### config.mk
export PLATFORM = sky130hd
export DESIGN_NAME = sliding_window_median_top_flat
export DESIGN_NICKNAME = d
export VERILOG_FILES = /design/src/hw/rtl/swm_pkg.sv /design/src/hw/rtl/swm_sample_if.sv /design/src/hw/rtl/swm_median_if.sv /design/src/hw/rtl/swm_sorter.sv /design/src/hw/rtl/sliding_window_median_top.sv /design/src/flat_wrapper.sv
export VERILOG_INCLUDE_DIRS = /design/src /design/src/hw/rtl
export SDC_FILE = /design/constraint.sdc
export NUM_CORES = 1
export LEC_CHECK = 0
export BUFFER_PORTS_ARGS = -buffer_cell sky130_fd_sc_hd__buf_2
export CORE_MARGIN = 10
export CORE_UTILIZATION = 50
export CTS_CLUSTER_DIAMETER = 120
export DETAILED_ROUTE_END_ITERATION = 8
export GPL_TIMING_DRIVEN = 1
export PLACE_DENSITY = 0.7
export SETUP_SLACK_MARGIN = 0.15
export SYNTH_ARGS = -nofsm -noshare
export SYNTH_HDL_FRONTEND = slang
export SYNTH_SLANG_ARGS = --single-unit
### constraint.sdc
create_clock -name clk_i -period 10.67 [get_ports clk_i]
set_input_delay 0 -clock clk_i [delete_from_list [all_inputs] [get_ports clk_i]]
set_output_delay 0 -clock clk_i [all_outputs]
set_load 0.05 [all_outputs]
### src/hw/rtl/assert_macros.svh
// assertion macros shared by the rtl files
`ifndef ASSERT_MACROS_SVH
`define ASSERT_MACROS_SVH

// property must hold at every clock edge outside reset
`define SWM_ASSERT(lbl, clk, rstn, prop) \
  lbl: assert property (@(posedge clk) disable iff (!(rstn)) prop) \
    else $error("swm assertion failed");

// condition must never be true outside reset
`define SWM_ASSERT_NEVER(lbl, clk, rstn, cond) \
  `SWM_ASSERT(lbl, clk, rstn, !(cond))

`endif

### src/hw/rtl/swm_pkg.sv
// package with constants and types of the sliding window median filter
package swm_pkg;

  localparam int unsigned MaxWindowDef  = 16;
  localparam int unsigned SampleBitsDef = 16;

  localparam int unsigned CfgW = 5;
  localparam logic [CfgW-1:0] WinSizeReset = 5'd5;

  localparam int unsigned ApbAddrW = 3;
  localparam int unsigned ApbDataW = 32;
  localparam int unsigned RegIdxW  = 1;
  localparam logic [RegIdxW-1:0] RegWindowSize = 1'b0;

  typedef struct packed {
    logic clear;
    logic insert;
  } swm_sort_ctrl_t;

endpackage

### src/hw/rtl/swm_sample_if.sv
// stream interface carrying one sample item
interface swm_sample_if import swm_pkg::*; #(
  parameter int unsigned SampleBits = SampleBitsDef
) ();
  logic                  valid;
  logic                  ready;
  logic [SampleBits-1:0] sample;

  modport source (output valid, output sample, input ready);
  modport sink (input valid, input sample, output ready);
endinterface

### src/hw/rtl/swm_median_if.sv
// stream interface carrying one median item
interface swm_median_if import swm_pkg::*; #(
  parameter int unsigned SampleBits = SampleBitsDef
) ();
  logic                  valid;
  logic                  ready;
  logic [SampleBits-1:0] median;

  modport source (output valid, output median, input ready);
  modport sink (input valid, input median, output ready);
endinterface

### src/hw/rtl/swm_sorter.sv
// insertion sorter holding the window samples in ascending order
`include "assert_macros.svh"

module swm_sorter import swm_pkg::*; #(
  parameter int unsigned MaxWindow  = MaxWindowDef,
  parameter int unsigned SampleBits = SampleBitsDef
) (
  input  logic                         clk_i,
  input  logic                         rst_ni,
  input  swm_sort_ctrl_t               ctrl_i,
  input  logic [SampleBits-1:0]        data_i,
  input  logic [$clog2(MaxWindow)-1:0] sel_i,
  output logic [SampleBits-1:0]        sel_o
);

  localparam int unsigned CntW = $clog2(MaxWindow + 1);

  logic [SampleBits-1:0] s_q [MaxWindow];
  logic [SampleBits-1:0] s_d [MaxWindow];
  logic [SampleBits-1:0] s_up [MaxWindow];
  logic [MaxWindow-1:0]  gt;
  logic [MaxWindow-1:0]  gt_prev;
  logic [CntW-1:0]       n_q;

  always_comb begin
    for (int i = 0; i < MaxWindow; i++) begin
      gt[i] = (CntW'(i) >= n_q) || ($signed(s_q[i]) > $signed(data_i));
    end
    gt_prev[0] = 1'b1;
    s_up[0]    = data_i;
    for (int i = 1; i < MaxWindow; i++) begin
      gt_prev[i] = gt[i-1];
      s_up[i]    = s_q[i-1];
    end
    for (int i = 0; i < MaxWindow; i++) begin
      if (!gt[i]) begin
        s_d[i] = s_q[i];
      end else if (!gt_prev[i] || i == 0) begin
        s_d[i] = data_i;
      end else begin
        s_d[i] = s_up[i];
      end
    end
  end

  always_ff @(posedge clk_i) begin
    if (ctrl_i.insert && !ctrl_i.clear) begin
      s_q <= s_d;
    end
  end

  always_ff @(posedge clk_i or negedge rst_ni) begin
    if (!rst_ni) begin
      n_q <= '0;
    end else if (ctrl_i.clear) begin
      n_q <= '0;
    end else if (ctrl_i.insert && n_q < CntW'(MaxWindow)) begin
      n_q <= n_q + CntW'(1);
    end
  end

  assign sel_o = s_q[sel_i];

  `SWM_ASSERT(a_no_overflow, clk_i, rst_ni, ctrl_i.insert && !ctrl_i.clear |-> n_q < CntW'(MaxWindow))
  `SWM_ASSERT(a_sorted_head, clk_i, rst_ni, n_q >= CntW'(2) |-> $signed(s_q[0]) <= $signed(s_q[1]))
  `SWM_ASSERT_NEVER(a_count_bound, clk_i, rst_ni, n_q > CntW'(MaxWindow))

endmodule

### src/hw/rtl/sliding_window_median_top.sv
// sliding window median filter top level
//
// smp_i carries one signed q8.8 sample per item, med_o one signed q8.8 median.
// both are valid/ready channels; an item moves when valid and ready are high.
// the apb port holds window_size at address 0 (pready always high); the user
// must write it only while the block is idle, which the block does not enforce.
// every sample is written to the window memory. once the effective window
// (window_size held to 2..MaxWindow) of samples is held, the newest entries
// are read back one per cycle from the memory into an insertion sorter, then
// the middle entry (or the mean of the middle pair, truncated) becomes the median.
// an item that gives a result passes through the read, drain, select (and, for
// an even window, second select) and emit states, the reads going through the
// single memory read port; one that gives no result leaves the block idle.
// smp_i is ready only in the idle state, so the next item is taken in the same
// cycle as med_o goes valid at the earliest, never before the last is through.
// a stalled med_o keeps its median; the next sample is still taken and
// worked on, and its median waits until med_o has been taken.
// reset clears the fill count, the ring slot, window_size to 5 and the
// output; memory contents are not cleared and need no clearing pass.
`include "assert_macros.svh"

module sliding_window_median_top import swm_pkg::*; #(
  parameter int unsigned MaxWindow  = MaxWindowDef,
  parameter int unsigned SampleBits = SampleBitsDef
) (
  input  logic                clk_i,
  input  logic                rst_ni,
  swm_sample_if.sink          smp_i,
  swm_median_if.source        med_o,
  input  logic                psel,
  input  logic                penable,
  input  logic                pwrite,
  input  logic [ApbAddrW-1:0] paddr,
  input  logic [ApbDataW-1:0] pwdata,
  output logic [ApbDataW-1:0] prdata,
  output logic                pready
);

  localparam int unsigned IdxW = $clog2(MaxWindow);
  localparam int unsigned CntW = $clog2(MaxWindow + 1);

  localparam logic [2:0] S_IDLE  = 3'd0;
  localparam logic [2:0] S_READ  = 3'd1;
  localparam logic [2:0] S_DRAIN = 3'd2;
  localparam logic [2:0] S_LO    = 3'd3;
  localparam logic [2:0] S_HI    = 3'd4;
  localparam logic [2:0] S_EMIT  = 3'd5;

  logic [CfgW-1:0]       cfg_q;
  logic [2:0]            state_q, state_d;
  logic [IdxW-1:0]       slot_q, slot_d, slot_nx;
  logic [CntW-1:0]       fill_q, fill_d, fill_nx;
  logic [IdxW-1:0]       rp_q, rp_d;
  logic [CntW-1:0]       k_q, k_d;
  logic [SampleBits-1:0] win_mem [MaxWindow];
  logic [SampleBits-1:0] rd_q;
  logic                  rd_vld_q;
  logic                  re, we;
  logic [SampleBits-1:0] lo_q, lo_d;
  logic [SampleBits-1:0] res_q, res_d;
  logic [SampleBits-1:0] med_q;
  logic                  out_vld_q;
  logic                  emit;
  logic                  accept;
  logic                  cfg_we;
  logic [CntW-1:0]       eff;
  logic [IdxW-1:0]       mid;
  logic [IdxW-1:0]       sel;
  logic [SampleBits-1:0] sel_data;
  logic [SampleBits:0]   pair_sum;
  swm_sort_ctrl_t        sort_ctrl;

  // configuration port
  assign pready = 1'b1;
  assign cfg_we = psel && penable && pwrite && pready &&
                  (paddr[ApbAddrW-1:2] == RegWindowSize);

  always_comb begin
    prdata = '0;
    if (paddr[ApbAddrW-1:2] == RegWindowSize) begin
      prdata = ApbDataW'(cfg_q);
    end
  end

  always_ff @(posedge clk_i or negedge rst_ni) begin
    if (!rst_ni) begin
      cfg_q <= WinSizeReset;
    end else if (cfg_we) begin
      cfg_q <= pwdata[CfgW-1:0];
    end
  end

  // effective window
  always_comb begin
    if (cfg_q < CfgW'(2)) begin
      eff = CntW'(2);
    end else if (32'(cfg_q) > MaxWindow) begin
      eff = CntW'(MaxWindow);
    end else begin
      eff = CntW'(cfg_q);
    end
  end

  assign mid = IdxW'(eff >> 1);

  assign accept      = smp_i.valid && smp_i.ready;
  assign smp_i.ready = (state_q == S_IDLE);

  assign slot_nx = (slot_q == IdxW'(MaxWindow - 1)) ? '0 : slot_q + IdxW'(1);
  assign fill_nx = (fill_q == CntW'(MaxWindow)) ? fill_q : fill_q + CntW'(1);

  assign pair_sum = {lo_q[SampleBits-1], lo_q} + {sel_data[SampleBits-1], sel_data};

  always_comb begin
    state_d          = state_q;
    slot_d           = slot_q;
    fill_d           = fill_q;
    rp_d             = rp_q;
    k_d              = k_q;
    re               = 1'b0;
    we               = 1'b0;
    sort_ctrl.clear  = 1'b0;
    sort_ctrl.insert = rd_vld_q;
    sel              = mid;
    lo_d             = lo_q;
    res_d            = res_q;
    emit             = 1'b0;
    case (state_q)
      S_IDLE: begin
        if (accept) begin
          we     = 1'b1;
          slot_d = slot_nx;
          fill_d = fill_nx;
          rp_d   = slot_q;
          k_d    = '0;
          if (fill_nx >= eff) begin
            sort_ctrl.clear = 1'b1;
            state_d         = S_READ;
          end
        end
      end
      S_READ: begin
        re   = 1'b1;
        rp_d = (rp_q == '0) ? IdxW'(MaxWindow - 1) : rp_q - IdxW'(1);
        k_d  = k_q + CntW'(1);
        if (k_q == eff - CntW'(1)) begin
          state_d = S_DRAIN;
        end
      end
      S_DRAIN: begin
        state_d = S_LO;
      end
      S_LO: begin
        if (eff[0]) begin
          res_d   = sel_data;
          state_d = S_EMIT;
        end else begin
          sel     = mid - IdxW'(1);
          lo_d    = sel_data;
          state_d = S_HI;
        end
      end
      S_HI: begin
        res_d   = pair_sum[SampleBits:1];
        state_d = S_EMIT;
      end
      S_EMIT: begin
        if (!out_vld_q || med_o.ready) begin
          emit    = 1'b1;
          state_d = S_IDLE;
        end
      end
      default: begin
        state_d = S_IDLE;
      end
    endcase
  end

  always_ff @(posedge clk_i or negedge rst_ni) begin
    if (!rst_ni) begin
      state_q   <= S_IDLE;
      slot_q    <= '0;
      fill_q    <= '0;
      rp_q      <= '0;
      k_q       <= '0;
      rd_vld_q  <= 1'b0;
      out_vld_q <= 1'b0;
    end else begin
      state_q  <= state_d;
      slot_q   <= slot_d;
      fill_q   <= fill_d;
      rp_q     <= rp_d;
      k_q      <= k_d;
      rd_vld_q <= re;
      if (emit) begin
        out_vld_q <= 1'b1;
      end else if (med_o.ready) begin
        out_vld_q <= 1'b0;
      end
    end
  end

  always_ff @(posedge clk_i) begin
    lo_q  <= lo_d;
    res_q <= res_d;
    if (emit) begin
      med_q <= res_q;
    end
  end

  // window memory, one write and one registered read per cycle
  always_ff @(posedge clk_i) begin
    if (we) begin
      win_mem[slot_q] <= smp_i.sample;
    end
    if (re) begin
      rd_q <= win_mem[rp_q];
    end
  end

  swm_sorter #(
    .MaxWindow  (MaxWindow),
    .SampleBits (SampleBits)
  ) u_sorter (
    .clk_i  (clk_i),
    .rst_ni (rst_ni),
    .ctrl_i (sort_ctrl),
    .data_i (rd_q),
    .sel_i  (sel),
    .sel_o  (sel_data)
  );

  assign med_o.valid  = out_vld_q;
  assign med_o.median = med_q;

  `SWM_ASSERT_NEVER(a_fill_bound, clk_i, rst_ni, fill_q > CntW'(MaxWindow))
  `SWM_ASSERT(a_emit_rise, clk_i, rst_ni, $rose(out_vld_q) |-> $past(state_q) == S_EMIT)
  `SWM_ASSERT(a_read_drained, clk_i, rst_ni, state_q == S_LO |-> !rd_vld_q && $past(state_q) == S_DRAIN)

endmodule

### src/flat_wrapper.sv
// flat-port wrapper written by rule: the top's interface ports become plain ports
module sliding_window_median_top_flat import swm_pkg::*;
#(
  parameter int unsigned MaxWindow  = MaxWindowDef,
  parameter int unsigned SampleBits = SampleBitsDef
)
  (clk_i, rst_ni, psel, penable, pwrite, paddr, pwdata, prdata, pready, smp_i_valid, smp_i_sample, smp_i_ready, med_o_valid, med_o_median, med_o_ready);
  swm_sample_if #(.SampleBits(SampleBits)) smp_i_i ();
  swm_median_if #(.SampleBits(SampleBits)) med_o_i ();
  input  logic clk_i;
  input  logic rst_ni;
  input  logic psel;
  input  logic penable;
  input  logic pwrite;
  input  logic [ApbAddrW-1:0] paddr;
  input  logic [ApbDataW-1:0] pwdata;
  output logic [ApbDataW-1:0] prdata;
  output logic pready;
  input wire logic [$bits(smp_i_i.valid)-1:0] smp_i_valid;
  input wire logic [$bits(smp_i_i.sample)-1:0] smp_i_sample;
  output wire logic [$bits(smp_i_i.ready)-1:0] smp_i_ready;
  output wire logic [$bits(med_o_i.valid)-1:0] med_o_valid;
  output wire logic [$bits(med_o_i.median)-1:0] med_o_median;
  input wire logic [$bits(med_o_i.ready)-1:0] med_o_ready;
  assign smp_i_i.valid = smp_i_valid;
  assign smp_i_i.sample = smp_i_sample;
  assign smp_i_ready = smp_i_i.ready;
  assign med_o_valid = med_o_i.valid;
  assign med_o_median = med_o_i.median;
  assign med_o_i.ready = med_o_ready;
  sliding_window_median_top #(.MaxWindow(MaxWindow), .SampleBits(SampleBits)) u_core (.clk_i(clk_i), .rst_ni(rst_ni), .smp_i(smp_i_i), .med_o(med_o_i), .psel(psel), .penable(penable), .pwrite(pwrite), .paddr(paddr), .pwdata(pwdata), .prdata(prdata), .pready(pready));
endmodule
==> impl_metrics.json <==
{
  "status": "finished, final reports clean",
  "start_util_pct": 50.4,
  "crit_fanout": 52,
  "drv_cap": 0,
  "antenna_found_initial": 1,
  "slew_headroom_pct": 19.0,
  "core_area_sq_um": 57600,
  "rr_startpoint": "u_core.cfg_q[4]$_DFFE_PN0P_",
  "r2r.worst_path.cells": 21,
  "grt_pass1_vias": 19260,
  "max_freq_ghz": 0.156,
  "syn2layout_area_growth_pct": 10.6,
  "finalWeightedCongestion": 0.893,
  "cts_resized": 0,
  "vias_per_cell": 5.89,
  "insertion_delay_ns": 0.64,
  "synthDistinctLibCells": 77,
  "clockRootBuffer": "clkbuf_16",
  "grt_max_degree": 58,
  "vias": 18516,
  "r2r_slack_ns": 4.25,
  "final_max_slew_viol_count": 0,
  "routedWlPerCell_um": 21.2,
  "dieArea_sq_um": 68100,
  "layout_commonest_cell": "edfxtp_1",
  "wirelength_um": 66700,
  "clock_path_buffers": 3,
  "rr_endpoint": "u_core.res_q[14]$_DFFE_PP_",
  "final_cell_mix": "edfxtp_1 (512), nand2_1 (251), ha_1 (224)",
  "gr-total-overflow": 0,
  "drtPass1Iterations": 5,
  "required_ns": 11.03,
  "path_class": "reg2reg",
  "tightest_slew_ns": 1.21,
  "synth-async-reset-ratio_pct": 6.06,
  "netlist_instances": 2253,
  "rows": 88,
  "endpoint_kind": "flop",
  "dieHeight_um": 261,
  "ant_nets": 0,
  "avgSynthCellArea_sq_um": 12.9,
  "cts_buffers": 56,
  "rsz0062_at_grt": "false",
  "hold_path_class": "in2async",
  "hpwlAfterDp_um": 46100,
  "yosysSeqAreaShare_pct": 55.8,
  "drt_iter0_markers": 1311,
  "synth_ff_type": "edfxtp_1",
  "syn_area_sq_um": 29000,
  "fin_crit_sh_pct": 60.2,
  "skew_ns": 0.0346,
  "cts_max_level": 2,
  "synth-edff-count": 512,
  "clock-sinks": 545,
  "io_buffers": 51,
  "final_nets": 2617,
  "drcViolationCount": 0,
  "grt_pass1_wl_um": 105000,
  "cp.arrival_ns": 6.78,
  "final_hold_viol_count": 0,
  "ys_ff_latch": 545,
  "yosys_warnings": 0,
  "clkTransAtPathRegs_ns": 0.06,
  "cts_tree": "built",
  "grt_usage_pct": 19.5,
  "fp.dieW_um": 261,
  "setup_viol": 0,
  "fin_crit_ns": 6.42,
  "num_io_pins": 109,
  "layout-drive-gt1-share_pct": 17.2,
  "finalSetupTns_ns": 0,
  "start_kind": "flop"
}
## routing by layer
layer	track usage (%)	wire length, um	vias up
met1	23.9	27300	9106
met5	0	0	-
met4	6.79	1960	0
met3	2.82	3350	102
met2	34.8	34100	535
li1	-	-	8773
## cells in the mapped netlist, drive strengths merged (22+ instances only)
master,instances,share of area [%]
a311oi,30,0.90
a31oi,22,0.47
a21oi,93,1.6
a21o,36,0.93
nand2,252,3.3
nor2b,36,0.78
buf,54,1.2
ha,224,9.6
nand3,57,0.98
dfrtp,31,2.7
mux4,32,2.5
o21a,47,1.2
inv,48,0.62
and3,23,0.50
mux2i,66,2.3
edfxtp,512,53
clkbuf,76,0.98
o21ai,79,1.4
mux2,188,7.3
nor2,94,1.2
nand4,38,0.82
nor3,22,0.41
## timing repair
action	in CTS	in global routing
endpoints found under the hold margin	301	0
hold buffers	29	0
setup buffers	0	0
## logic make-up (layout without fill, tap and decap cells)
logic type      after synthesis  after routing  synth area share [%]
mux                         286            286                  12.0
compound gates              403            403                  9.27
flops                       545            545                  55.8
other cells                   2             29                0.0259
fa+ha+maj                   225            225                  9.72
xor+xnor                     27             27                 0.814
buf+inv                     179            276                  2.77
simple gates                586            586                  9.58
## worst max-delay path: stages (launching register included)
cell	delay (ns)
dfrtp_1	0.54
nand2b_2	0.33
or2_2	0.37
ha_1	0.34
nand4bb_1	0.25
o31a_2	0.20
buf_4	0.51
nand2_1	0.10
and3_1	0.21
a311oi_1	0.42
a311oi_1	0.14
a31oi_1	0.72
ha_1	0.45
a21oi_1	0.25
o21bai_1	0.09
a21oi_1	0.19
o21ai_0	0.13
a21oi_1	0.20
o21ai_0	0.10
o21ai_1	0.25
mux2i_1	0.24
o21ai_1	0.09
## worst max-delay path by stage
stage / startpoint / to / slack [ns] / cells past startpoint
floorplan: u_core.cfg_q[0]$_DFFE_PN1P_ / u_core.res_q[13]$_DFFE_PP_ / 5.93 / 20
global placement: u_core.cfg_q[4]$_DFFE_PN0P_ / u_core.res_q[14]$_DFFE_PP_ / 4.59 / 21
detailed placement: u_core.cfg_q[4]$_DFFE_PN0P_ / u_core.res_q[14]$_DFFE_PP_ / 4.37 / 21
CTS: u_core.cfg_q[4]$_DFFE_PN0P_ / u_core.res_q[14]$_DFFE_PP_ / 4.38 / 21
global route: u_core.cfg_q[4]$_DFFE_PN0P_ / u_core.res_q[14]$_DFFE_PP_ / 3.96 / 21
finish: u_core.cfg_q[4]$_DFFE_PN0P_ / u_core.res_q[14]$_DFFE_PP_ / 4.25 / 21
## per-stage QoR
stage	setup WS [ns]	area, sq um	std cells	utilization, %	hold slack [ns]
after global routing	3.96	32100	3142	55.8	0.0964
after CTS	4.38	32100	3141	55.8	0.0118
final	4.25	32100	3142	55.8	0.0174
after floorplan	5.93	29100	2279	-	-0.296
after detailed placement	4.37	30100	3012	52.3	0.154
after global placement	4.59	30100	3012	52.3	0.123
## area by class of cell
cell class,count,area (sq um)
Inverter,49,184
Clock inverter,32,260
Fill cell,4603,25500
Antenna cell,1,2.50
Timing Repair Buffer,127,898
Multi-Input combinational cell,1555,12200
Tap cell,765,957
Clock buffer,68,1450
Sequential cell,545,16200
## sequential cells by signal, summed over array words and instances, names as in the netlist
register,count
u_core.u_sorter.n_q,5
u_core.state_q,3
u_core.cfg_q,5
u_core.med_o.median,16
u_core.res_q,16
u_core.rp_q,4
u_core.rd_vld_q,1
u_core.fill_q,5
u_core.lo_q,16
u_core.med_o.valid,1
u_core.u_sorter.s_q,192
u_core.win_mem,256
u_core.k_q,5
u_core.slot_q,4
u_core.rd_q,16
Power is not shown: default switching activity piles up to over one toggle a cycle in this logic, so the estimate is an artifact.
